$ cat config.mk
export PLATFORM = sky130hd
export DESIGN_NAME = x86_logic_shift_unit_flat
export DESIGN_NICKNAME = d
export VERILOG_FILES = /design/src/xlsu_pkg.sv /design/src/xlsu_in_if.sv /design/src/xlsu_out_if.sv /design/src/x86_logic_shift_unit.sv /design/src/flat_wrapper.sv
export SDC_FILE = /design/constraint.sdc
export NUM_CORES = 1
export LEC_CHECK = 0
export BUFFER_PORTS_ARGS = -buffer_cell sky130_fd_sc_hd__buf_2
export CORE_UTILIZATION = 57
export CTS_CLUSTER_SIZE = 8
export DETAILED_ROUTE_END_ITERATION = 8
export PLACE_DENSITY_LB_ADDON = 0.12
export SYNTH_ARGS = -nofsm -noshare
export SYNTH_HDL_FRONTEND = slang
export SYNTH_SLANG_ARGS = --single-unit
$ cat constraint.sdc
create_clock -name clk -period 3.2 [get_ports clk]
set_clock_uncertainty 0.05 [all_clocks]
set_input_delay 0.16 -clock clk [delete_from_list [all_inputs] [get_ports clk]]
set_output_delay 0.16 -clock clk [all_outputs]
set_load 0.02 [all_outputs]
$ cat src/xlsu_pkg.sv
// Package with the opcodes, flag positions and shared helpers of the logic and shift unit.
`timescale 1ns / 1ps

package xlsu_pkg;

  typedef enum logic [3:0] {
    OP_TEST  = 4'd0,
    OP_AND   = 4'd1,
    OP_XOR   = 4'd2,
    OP_OR    = 4'd3,
    OP_SHL   = 4'd4,
    OP_SHR   = 4'd5,
    OP_SAR   = 4'd6,
    OP_ROL   = 4'd7,
    OP_NOT   = 4'd8,
    OP_BSR   = 4'd9,
    OP_SETCC = 4'd10
  } op_t;

  // Base conditions, selected by bits 3:1 of the condition code.
  typedef enum logic [2:0] {
    CC_O  = 3'd0,
    CC_B  = 3'd1,
    CC_E  = 3'd2,
    CC_BE = 3'd3,
    CC_S  = 3'd4,
    CC_P  = 3'd5,
    CC_L  = 3'd6,
    CC_LE = 3'd7
  } cond_t;

  localparam logic [1:0] WS_BYTE  = 2'd0;
  localparam logic [1:0] WS_WORD  = 2'd1;
  localparam logic [1:0] WS_DWORD = 2'd2;

  localparam int FL_CF = 0;
  localparam int FL_ZF = 1;
  localparam int FL_SF = 2;
  localparam int FL_OF = 3;

  localparam int CNT_W = 5;

  typedef logic [3:0]  flags_t;
  typedef logic [31:0] word_t;

  function automatic word_t width_mask(input logic [1:0] ws);
    word_t m;
    case (ws)
      WS_BYTE: m = 32'h0000_00ff;
      WS_WORD: m = 32'h0000_ffff;
      default: m = 32'hffff_ffff;
    endcase
    return m;
  endfunction

  function automatic logic sign_bit(input logic [1:0] ws, input word_t v);
    logic b;
    case (ws)
      WS_BYTE: b = v[7];
      WS_WORD: b = v[15];
      default: b = v[31];
    endcase
    return b;
  endfunction

  // Parity conditions are not tracked, so both of them evaluate to zero.
  function automatic logic cond_eval(input logic [3:0] cc, input flags_t f);
    logic base;
    logic parity;
    parity = 1'b0;
    case (cond_t'(cc[3:1]))
      CC_O:    base = f[FL_OF];
      CC_B:    base = f[FL_CF];
      CC_E:    base = f[FL_ZF];
      CC_BE:   base = f[FL_CF] | f[FL_ZF];
      CC_S:    base = f[FL_SF];
      CC_P:    begin
        base   = 1'b0;
        parity = 1'b1;
      end
      CC_L:    base = f[FL_SF] ^ f[FL_OF];
      default: base = f[FL_ZF] | (f[FL_SF] ^ f[FL_OF]);
    endcase
    return parity ? 1'b0 : (base ^ cc[0]);
  endfunction

endpackage

$ cat src/xlsu_in_if.sv
// Instruction channel: valid/ready handshake with the operands of one instruction.
`timescale 1ns / 1ps

interface xlsu_in_if;
  logic        valid;
  logic        ready;
  logic [3:0]  opcode;
  logic [1:0]  width_sel;
  logic [31:0] dest_value;
  logic [31:0] src_value;
  logic [3:0]  cond_code;
  logic [3:0]  flags_in;

  modport source (
    output valid, opcode, width_sel, dest_value, src_value, cond_code, flags_in,
    input  ready
  );
  modport sink (
    input  valid, opcode, width_sel, dest_value, src_value, cond_code, flags_in,
    output ready
  );
endinterface

$ cat src/xlsu_out_if.sv
// Result channel: valid/ready handshake with the destination value and flags.
`timescale 1ns / 1ps

interface xlsu_out_if;
  logic        valid;
  logic        ready;
  logic [31:0] result_value;
  logic        write_dest;
  logic [3:0]  flags_out;

  modport source (
    output valid, result_value, write_dest, flags_out,
    input  ready
  );
  modport sink (
    input  valid, result_value, write_dest, flags_out,
    output ready
  );
endinterface

$ cat src/x86_logic_shift_unit.sv
// Top level of the x86 logic, shift and rotate unit: a three stage execute pipeline.
//
//   channel | dir | beat contents
//   --------+-----+-------------------------------------------------------------
//   instr   | in  | opcode, width_sel, dest_value, src_value, cond_code, flags_in
//   result  | out | result_value, write_dest, flags_out
//
// Every instruction passes from its beat on instr to its beat on result through
// operand decode and masking, the logic/shift/rotate/bit-scan datapath, then flag
// generation into the output register. One beat is accepted every cycle while result
// takes its beats. Each stage holds its item while the stage after it is full and
// stalled, so a stall on result backs up through the stages and loses nothing.
// Reset clears the stage valid bits only.
`timescale 1ns / 1ps

module x86_logic_shift_unit (
  input logic     clk,
  input logic     rst,
  xlsu_in_if.sink instr,
  xlsu_out_if.source result
);
  import xlsu_pkg::*;

  // Stage 1: masked operands and decoded counts.
  logic               v1;
  op_t                op1;
  logic [1:0]         ws1;
  word_t              d1;
  word_t              s1;
  logic [CNT_W-1:0]   cnt1;
  logic [CNT_W-1:0]   rot1;
  logic [3:0]         cc1;
  flags_t             fl1;

  // Stage 2: datapath result and the value the flags are taken from.
  logic               v2;
  op_t                op2;
  logic [1:0]         ws2;
  word_t              res2;
  word_t              fval2;
  logic               wr2;
  logic               found2;
  flags_t             fl2;

  // Stage 3: output register.
  logic               v3;
  word_t              res3;
  logic               wr3;
  flags_t             fl3;

  logic load1, load2, load3;

  assign load3       = !v3 || result.ready;
  assign load2       = !v2 || load3;
  assign load1       = !v1 || load2;
  assign instr.ready = load1;

  // ---------------------------------------------------------------- stage 1
  word_t              mask_in;
  logic [CNT_W-1:0]   cnt_in;
  logic [CNT_W-1:0]   rot_in;

  always_comb begin
    mask_in = width_mask(instr.width_sel);
    cnt_in  = instr.src_value[CNT_W-1:0];
    case (instr.width_sel)
      WS_BYTE: rot_in = {2'b00, cnt_in[2:0]};
      WS_WORD: rot_in = {1'b0, cnt_in[3:0]};
      default: rot_in = cnt_in;
    endcase
  end

  always_ff @(posedge clk) begin
    if (rst) begin
      v1 <= 1'b0;
    end else if (load1) begin
      v1 <= instr.valid;
    end
    if (load1) begin
      op1  <= op_t'(instr.opcode);
      ws1  <= instr.width_sel;
      d1   <= instr.dest_value & mask_in;
      s1   <= instr.src_value & mask_in;
      cnt1 <= cnt_in;
      rot1 <= rot_in;
      cc1  <= instr.cond_code;
      fl1  <= instr.flags_in;
    end
  end

  // ---------------------------------------------------------------- stage 2
  word_t        mask1;
  word_t        ext1;
  logic [15:0]  rol8;
  logic [31:0]  rol16;
  logic [63:0]  rol32;
  word_t        rol_res;
  logic [4:0]   bsr_idx;
  word_t        res_next;
  word_t        fval_next;
  logic         wr_next;

  always_comb begin
    mask1 = width_mask(ws1);
    case (ws1)
      WS_BYTE: ext1 = {{24{d1[7]}}, d1[7:0]};
      WS_WORD: ext1 = {{16{d1[15]}}, d1[15:0]};
      default: ext1 = d1;
    endcase

    // Rotating left is the upper half of the operand doubled and shifted.
    rol8  = {d1[7:0], d1[7:0]} << rot1[2:0];
    rol16 = {d1[15:0], d1[15:0]} << rot1[3:0];
    rol32 = {d1, d1} << rot1;
    case (ws1)
      WS_BYTE: rol_res = {24'd0, rol8[15:8]};
      WS_WORD: rol_res = {16'd0, rol16[31:16]};
      default: rol_res = rol32[63:32];
    endcase

    bsr_idx = '0;
    for (int i = 0; i < 32; i++) begin
      if (s1[i]) begin
        bsr_idx = 5'(i);
      end
    end

    res_next = '0;
    wr_next  = 1'b0;
    case (op1)
      OP_TEST: begin
        res_next = '0;
      end
      OP_AND: begin
        res_next = d1 & s1;
        wr_next  = 1'b1;
      end
      OP_XOR: begin
        res_next = d1 ^ s1;
        wr_next  = 1'b1;
      end
      OP_OR: begin
        res_next = d1 | s1;
        wr_next  = 1'b1;
      end
      OP_SHL: begin
        res_next = (d1 << cnt1) & mask1;
        wr_next  = 1'b1;
      end
      OP_SHR: begin
        res_next = d1 >> cnt1;
        wr_next  = 1'b1;
      end
      OP_SAR: begin
        res_next = word_t'($signed(ext1) >>> cnt1) & mask1;
        wr_next  = 1'b1;
      end
      OP_ROL: begin
        res_next = rol_res;
        wr_next  = (cnt1 != '0);
      end
      OP_NOT: begin
        res_next = ~d1 & mask1;
        wr_next  = 1'b1;
      end
      OP_BSR: begin
        res_next = (s1 != '0) ? {27'd0, bsr_idx} : '0;
        wr_next  = (s1 != '0);
      end
      OP_SETCC: begin
        res_next = {31'd0, cond_eval(cc1, fl1)};
        wr_next  = 1'b1;
      end
      default: begin
        res_next = '0;
      end
    endcase

    // Test sets its flags from the AND of the operands but writes nothing back.
    fval_next = (op1 == OP_TEST) ? (d1 & s1) : res_next;
  end

  always_ff @(posedge clk) begin
    if (rst) begin
      v2 <= 1'b0;
    end else if (load2) begin
      v2 <= v1;
    end
    if (load2) begin
      op2    <= op1;
      ws2    <= ws1;
      res2   <= res_next;
      fval2  <= fval_next;
      wr2    <= wr_next;
      found2 <= (s1 != '0);
      fl2    <= fl1;
    end
  end

  // ---------------------------------------------------------------- stage 3
  flags_t flags_next;
  logic   zf2;
  logic   sf2;

  always_comb begin
    zf2        = (fval2 == '0);
    sf2        = sign_bit(ws2, fval2);
    flags_next = fl2;
    case (op2)
      OP_TEST, OP_AND, OP_XOR, OP_OR: begin
        flags_next[FL_CF] = 1'b0;
        flags_next[FL_OF] = 1'b0;
        flags_next[FL_ZF] = zf2;
        flags_next[FL_SF] = sf2;
      end
      OP_SHL, OP_SHR, OP_SAR: begin
        flags_next[FL_ZF] = zf2;
        flags_next[FL_SF] = sf2;
      end
      OP_BSR: begin
        flags_next[FL_ZF] = !found2;
      end
      default: begin
        flags_next = fl2;
      end
    endcase
  end

  always_ff @(posedge clk) begin
    if (rst) begin
      v3 <= 1'b0;
    end else if (load3) begin
      v3 <= v2;
    end
    if (load3) begin
      res3 <= res2;
      wr3  <= wr2;
      fl3  <= flags_next;
    end
  end

  assign result.valid        = v3;
  assign result.result_value = res3;
  assign result.write_dest   = wr3;
  assign result.flags_out    = fl3;

endmodule

$ cat src/flat_wrapper.sv
// flat-port wrapper written by rule: the top's interface ports become plain ports
module x86_logic_shift_unit_flat import xlsu_pkg::*;
  (clk, rst, instr_valid, instr_opcode, instr_width_sel, instr_dest_value, instr_src_value, instr_cond_code, instr_flags_in, instr_ready, result_valid, result_result_value, result_write_dest, result_flags_out, result_ready);
  xlsu_in_if instr_i ();
  xlsu_out_if result_i ();
  input logic clk;
  input logic rst;
  input wire logic [$bits(instr_i.valid)-1:0] instr_valid;
  input wire logic [$bits(instr_i.opcode)-1:0] instr_opcode;
  input wire logic [$bits(instr_i.width_sel)-1:0] instr_width_sel;
  input wire logic [$bits(instr_i.dest_value)-1:0] instr_dest_value;
  input wire logic [$bits(instr_i.src_value)-1:0] instr_src_value;
  input wire logic [$bits(instr_i.cond_code)-1:0] instr_cond_code;
  input wire logic [$bits(instr_i.flags_in)-1:0] instr_flags_in;
  output wire logic [$bits(instr_i.ready)-1:0] instr_ready;
  output wire logic [$bits(result_i.valid)-1:0] result_valid;
  output wire logic [$bits(result_i.result_value)-1:0] result_result_value;
  output wire logic [$bits(result_i.write_dest)-1:0] result_write_dest;
  output wire logic [$bits(result_i.flags_out)-1:0] result_flags_out;
  input wire logic [$bits(result_i.ready)-1:0] result_ready;
  assign instr_i.valid = instr_valid;
  assign instr_i.opcode = instr_opcode;
  assign instr_i.width_sel = instr_width_sel;
  assign instr_i.dest_value = instr_dest_value;
  assign instr_i.src_value = instr_src_value;
  assign instr_i.cond_code = instr_cond_code;
  assign instr_i.flags_in = instr_flags_in;
  assign instr_ready = instr_i.ready;
  assign result_valid = result_i.valid;
  assign result_result_value = result_i.result_value;
  assign result_write_dest = result_i.write_dest;
  assign result_flags_out = result_i.flags_out;
  assign result_i.ready = result_ready;
  x86_logic_shift_unit u_core (.clk(clk), .rst(rst), .instr(instr_i), .result(result_i));
endmodule
==> impl_metrics.ini, run 1 <==
[status]
error = [ERROR GRT-0232] Routing congestion too high. Check the congestion heatmap in the GUI.
lastStage = global routing
outcome = aborted with a tool error

[cts]
clock-sinks = 196
numCtsBuffers = 17
root_buffer = clkbuf_16
cts_max_path_buffers = 2
cts_max_level = 4

[synth]
ys.flop_type = edfxtp_1
yosysWarnings = 0
synth.avg_cell_area_um2 = 9.64
syn_inst = 1868
syn_area_um2 = 18000
synth-seq-cells = 196
synth-seq-area-share_pct = 32.5
synth-edff-count = 193
syn_nets = 2015
netlist-cell-type-count = 82
synthArstFlopShare_pct = 0

[grt]
overflow = 85
track_usage_pct = 74.4
grt_max_degree = 82

[placement]
dpl.hpwl_mm = 70.8
io_buffers = 120
gp_congestion = 1.25

[die]
initial_core_util_pct = 58.4
rows = 64
die_h_um = 180
ioPinCount = 121
chipWidth_um = 180
[kinds of logic after synthesis]
kind of cell | Yosys count | synth area share, %
flip-flops | 196 | 32.5
AO/OA/AOI/OAI | 543 | 21.0
XOR/XNOR | 2 | 0.0973
multiplexers | 230 | 19.9
adder cells (fa/ha/maj) | 65 | 4.51
buffers and inverters | 263 | 6.29
AND/OR/NAND/NOR | 569 | 15.7
[routing by layer]
metal | overflow | GRT usage (%)
met1 | 0 | 77.6
met2 | 42 | 89.0
met3 | 4 | 61.6
met4 | 39 | 68.8
met5 | 0 | 17.8
[Yosys cell counts (38+ instances only)]
master    count  area share (%)
edfxtp_1    193              32
nand2_1     146             3.0
nor2_1      141             2.9
clkbuf_1    119             2.5
o21ai_0     101             2.8
mux2i_1      88             4.9
a21oi_1      87             2.4
mux4_2       81              10
inv_1        74             1.5
ha_1         65             4.5
mux2_2       47             2.9
and2_1       46             1.6
a211oi_1     40             1.7
buf_2        39             1.1
nor3_1       38             1.1
[what timing repair did]
item                                    in CTS
endpoints found under the setup margin      15
hold buffers                                78
resized for setup                           13
cloned                                       1
hold endpoints to repair                    79
setup buffers                                2
pin swaps                                    2
[through the flow]
step	hold slack, ns	setup WS, ns	instances	area (um2)	setup TNS, ns
floorplan	0.182	0.0207	1868	18000	0
global placement	0.286	-0.154	2572	21500	-0.712
detailed placement	0.288	-0.152	2572	21500	-0.930
CTS	0.0481	0.00403	2685	22900	0
==> inputs of run 2 (changes only) <==
Settings changed: CORE_UTILIZATION 57 to 40, CTS_CLUSTER_SIZE 8 to not set, PLACE_DENSITY_LB_ADDON 0.12 to 0.15.
Clock period 3.2 ns to 4.2 ns, I/O delays scaled along.
==> run 2 against run 1 <==
The flow now finishes without violations. Synthesized area unchanged. Synthesized cell count unchanged.
==> impl_metrics.ini, run 2 <==
[critical_path]
cp.required_ns = 4.38
cp_num_buf_inv = 3
crit_family = compound AO/OA/AOI/OAI gates
crit_path_frequent_cell = buf_4
crit_fanout = 15
critical-path-max-stage-delay_ns = 0.94
cp.arrival_ns = 4.32
path_cells = buf_4 -> mux2_2 -> mux2i_1 -> buf_4 -> a21o_1 -> a21boi_0 -> a2111oi_0 -> buf_4 -> a211oi_1 -> or3_1
start_kind = flip-flop
critPathKind = reg -> reg
crit_path_end_kind = flip-flop
r2r_setup_slack_ns = 0.06
critPathSlowestCell = a2111oi_0

[power_and_ir_drop]
p_leak_nw = 8.94
peakVddDrop_v = 0.000437
power.density_nw_per_um2 = 286

[die]
rows = 77
chipWidth_um = 214
core_um2 = 44300
die-area_um2 = 45900
die_h_um = 214
initial_core_util_pct = 40.6
ioPinCount = 121

[sta]
worst_pin_slew_ns = 1.26
finalCritPeriodShare_pct = 98.5
maxSlewHeadroom_pct = 15.9
tns_ns = 0
maxSlewViolCount = 0
fmax_mhz = 242
rsz0062_at_grt = false
finalHoldViolations = 0
finalSetupViolCount = 0
min_period_ns = 4.14

[synth]
synth_xor_area_share_pct = 0.0972
syn_area_um2 = 18000
synth_top_area_share_pct = 32.2
synth-seq-cells = 196
ys_top_cells_by_area = edfxtp_1, mux4_2, mux2i_1
synth.avg_cell_area_um2 = 9.64
synth-seq-area-share_pct = 32.5
synth-edff-count = 193
muxShareOfSynthArea_pct = 19.9
synth_top_cell_by_area = edfxtp_1
synthMostInstantiatedCell = edfxtp_1
syn_nets = 2015
synthSimpleGateAreaFrac_pct = 15.7
synth_top_family_by_area = compound AO/OA/AOI/OAI gates
syn_inst = 1868
synth_compound_area_share_pct = 21.0
netlist-cell-type-count = 82
yosysWarnings = 0
synthArstFlopShare_pct = 0
synth_common_cells = edfxtp_1, nand2_1, nor2_1, clkbuf_1, o21ai_0
synthAdderAreaFrac_pct = 4.51
ys.flop_type = edfxtp_1

[drt]
first_iter_violations = 3080
drt-pass1-iter-count = 6
vias = 19000
wl_per_cell_um = 36.9
drtAntennaViolNets = 0
drc = 0
drt_wl_total_mm = 101
vias_per_cell = 6.97

[placement]
dp_cells = 2616
gp_congestion = 1.12
placed_area_um2 = 20300
io_buffers = 120
dpl.hpwl_mm = 76.6

[cts]
cts_max_path_buffers = 2
post-cts-setup-buffer-count = 0
insertion_delay_ns = 0.51
cts_tree = built
numCtsBuffers = 17
clock-sinks = 196
cts_max_level = 4
path_clk_slew_ns = 0.07
root_buffer = clkbuf_16

[grt]
grt_pass1_vias = 18300
track_usage_pct = 43.5
grt_max_degree = 89
antenna_found_initial = 7
grt_pass1_wl_mm = 140
overflow = 0

[flow_run]
cap_violations = 0

[final_layout]
ff_latch_area_um2 = 5860
fin_area_um2 = 21700
drive_gt1_share_pct = 25.0
final_cell_mix = buf_4, edfxtp_1, nand2_1
final_cells = 2729
synthToLayoutAreaGrowth_pct = 20.6
mostFrequentLayoutCell = buf_4
multi_input_comb_area_um2 = 11100
fillerInstances = 4209
nNetsFinal = 2269

[status]
outcome = finished, final reports clean

[worst_hold_path]
hp-class = in -> reg
run 2: logic make-up after synthesis:
group	after synthesis
muxes	230
AOI/OAI and AO/OA	543
buffers and inverters	263
adders and majority gates	65
xor gates and xnor gates	2
DFF	196
and+or+nand+nor	569
run 2: path summary, 6_finish.rpt:
path,from,endpoint,cells after the start
worst max-delay path,u_core.d1[23],u_core.res2[15],10
worst min-delay path,instr_dest_value[13],u_core.d1[13],2
worst max register to register,u_core.d1[23],u_core.res2[15],10
worst min register to register,u_core.res2[16],u_core.result.result_value[16],0
run 2: metal layers:
| metal | global-route usage [%] | part of all wire [%] | vias to the layer above |
|---|---|---|---|
| met1 | 54.7 | 37 | 9237 |
| met2 | 62.4 | 41 | 1610 |
| li1 | - | - | 7761 |
| met3 | 16.4 | 14 | 412 |
| met5 | 0 | 0.043 | - |
| met4 | 27.9 | 7.9 | 8 |
run 2: power breakdown:
part           internal [mW]  leakage [nW]  switching [mW]
combinational          0.788          6.42            1.24
clock                  0.815         0.289           0.846
sequential              2.31          2.23           0.213
total                   3.91          8.94            2.30
run 2: layout make-up:
| class | count | share of cell area [%] |
|---|---|---|
| repair buffers | 422 | 14.7 |
| well taps | 592 | 3.41 |
| multi-input cells | 1409 | 50.9 |
| clock inverters | 13 | 0.697 |
| flip-flops and latches | 196 | 26.9 |
| inverters | 76 | 1.31 |
| diodes | 2 | 0.0230 |
| clock buffers | 19 | 2.04 |
run 2: through the flow:
stage          util (%)  hold slack [ns]  power (mW)  setup WS [ns]
2_1_floorplan         -            0.232        3.50          0.811
3_3_place_gp       45.9            0.337        4.42          0.266
3_5_place_dp       45.9            0.338        4.42          0.366
4_1_cts            49.0           0.0766        6.14          0.345
5_1_grt            49.0           0.0905        6.36          0.150
6_report           49.0           0.0933        6.21         0.0617
run 2: what timing repair did:
action,in CTS,in global routing
gates resized for setup,0,1
setup endpoints to repair,0,2
hold endpoints to repair,80,0
hold buffers,79,0
No activity file was read; power rests on OpenSTA's default activity.
==> inputs of run 3 (changes only) <==
Settings changed: CORE_MARGIN set to 2.
==> run 3 against run 2 <==
Sequential power about the same. Worst setup slack gained 0.27 ns. Clock power rose by 8%. Sequential share of layout area up 0.25 points. Hold slack worse by 0.078 ns.
==> impl_metrics.ini, run 3 (synthesis results as in run 2) <==
[status]
outcome = finished, final reports clean

[sta]
hold_ws_ns = 0.0148
maxSlewHeadroom_pct = 21.9
min_period_ns = 3.87
maxSlewViolCount = 0
rsz0062_at_grt = false
fin_ws_ns = 0.330
finalHoldViolations = 0
fmax_mhz = 258
finalCritPeriodShare_pct = 92.2
worst_pin_slew_ns = 1.17
tns_ns = 0
finalSetupViolCount = 0

[die]
chipWidth_um = 216
die-area_um2 = 46700
ioPinCount = 121
core_um2 = 44300
die_h_um = 216
rows = 77
initial_core_util_pct = 40.6

[placement]
io_buffers = 120
dp_cells = 2586
dpl.hpwl_mm = 78.5
place_ws_ns = 0.615
gp_congestion = 1.13
placed_area_um2 = 20200

[critical_path]
critPathKind = reg -> reg
cp.arrival_ns = 4.06
cp.required_ns = 4.39
rr_worst_depth = 9
crit_fanout = 15
r2r_setup_slack_ns = 0.33
r2r_start = u_core.d1[9]
r2r-end = u_core.fval2[1]
crit_path_end_kind = flip-flop
start_kind = flip-flop

[power_and_ir_drop]
p_leak_nw = 8.80
power.density_nw_per_um2 = 295
peakVddDrop_v = 0.000235

[cts]
cts_resized = 0
cts_tree = built
root_buffer = clkbuf_16
holdBufCountCts = 71
post-cts-setup-buffer-count = 0
path_clk_slew_ns = 0.08
clock-sinks = 196
cts_max_level = 4
numCtsBuffers = 17
cts_max_path_buffers = 2
insertion_delay_ns = 0.49

[drt]
first_iter_violations = 3095
drt-pass1-iter-count = 6
vias = 19100
drc = 0
drtAntennaViolNets = 0
vias_per_cell = 7.08
wl_per_cell_um = 38.2
drt_wl_total_mm = 103

[final_layout]
drive_gt1_share_pct = 24.0
nNetsFinal = 2231
fillerInstances = 4241
final_cell_mix = edfxtp_1, buf_4, nand2_1
final_cells = 2691
mostFrequentLayoutCell = edfxtp_1
synthToLayoutAreaGrowth_pct = 19.5
fin_area_um2 = 21500

[worst_hold_path]
whs_path_depth = 2
hp-class = in -> reg
holdCritStartpoint = instr_src_value[10]
worstHoldEndpoint = u_core.s1[10]

[grt]
grt_pass1_vias = 18100
antenna_found_initial = 6
track_usage_pct = 43.6
overflow = 0
grt_pass1_wl_mm = 142
grt_max_degree = 77

[flow_run]
cap_violations = 0
==> run 3: cell count changes in the layout (fill, tap and decap cells not counted), moves of 3 or more <==
cell and delta:
clkinv_8 +5, buf_12 +3, inv_8 -4, dlygate4sd3_1 -8, buf_4 -32
==> run 3: worst max-delay path by stage <==
stage                   start              end  slack [ns]
5_1_grt        u_core.rot1[1]   u_core.res2[0]        0.31
2_1_floorplan  u_core.rot1[2]  u_core.fval2[2]        0.81
4_1_cts          u_core.d1[9]  u_core.fval2[1]        0.61
3_5_place_dp     u_core.d1[9]  u_core.fval2[1]        0.62
6_report         u_core.d1[9]  u_core.fval2[1]        0.33
3_3_place_gp     u_core.d1[9]  u_core.fval2[1]        0.55
==> run 3: layout make-up <==
cell class              count  area (um2)  share of cell area [%]
clock buffers              18         439                    2.04
diodes                      2        5.00                  0.0232
repair buffers            384        2940                    13.6
multi-input cells        1409       11000                    51.3
inverters                  76         285                    1.32
flip-flops and latches    196        5860                    27.2
clock inverters            14         221                    1.03
well taps                 592         741                    3.44
==> run 3: where the power goes <==
part           internal, mW  total (mW)  switching [mW]
Combinational         0.762        2.04            1.28
Clock                 0.894        1.79           0.898
Sequential             2.31        2.51           0.204
==> run 3: metal layers <==
| layer | up-vias | part of all wire (%) | global-route usage (%) |
|---|---|---|---|
| met5 | - | 0.030 | 0 |
| met4 | 4 | 7.4 | 25.8 |
| met3 | 358 | 13 | 14.3 |
| met2 | 1615 | 41 | 62.7 |
| met1 | 9397 | 38 | 57.1 |
| li1 | 7678 | - | - |
==> run 3: metrics by stage <==
| stage | utilization (%) | power, mW |
|---|---|---|
| global placement | 45.5 | 4.43 |
| detailed placement | 45.5 | 4.42 |
| CTS | 48.6 | 6.27 |
| global route | 48.6 | 6.49 |
| finish | 48.6 | 6.35 |
| floorplan | - | 3.50 |
==> run 3: critical path: stages, from the launching register on <==
cell and delay [ns]:
edfxtp_1 0.80, mux4_2 0.60, a211oi_1 0.36, a31oi_1 0.10, o311ai_0 0.69, and3_1 0.27, buf_4 0.14, nand4_1 0.23
buf_4 0.23, a21o_1 0.15
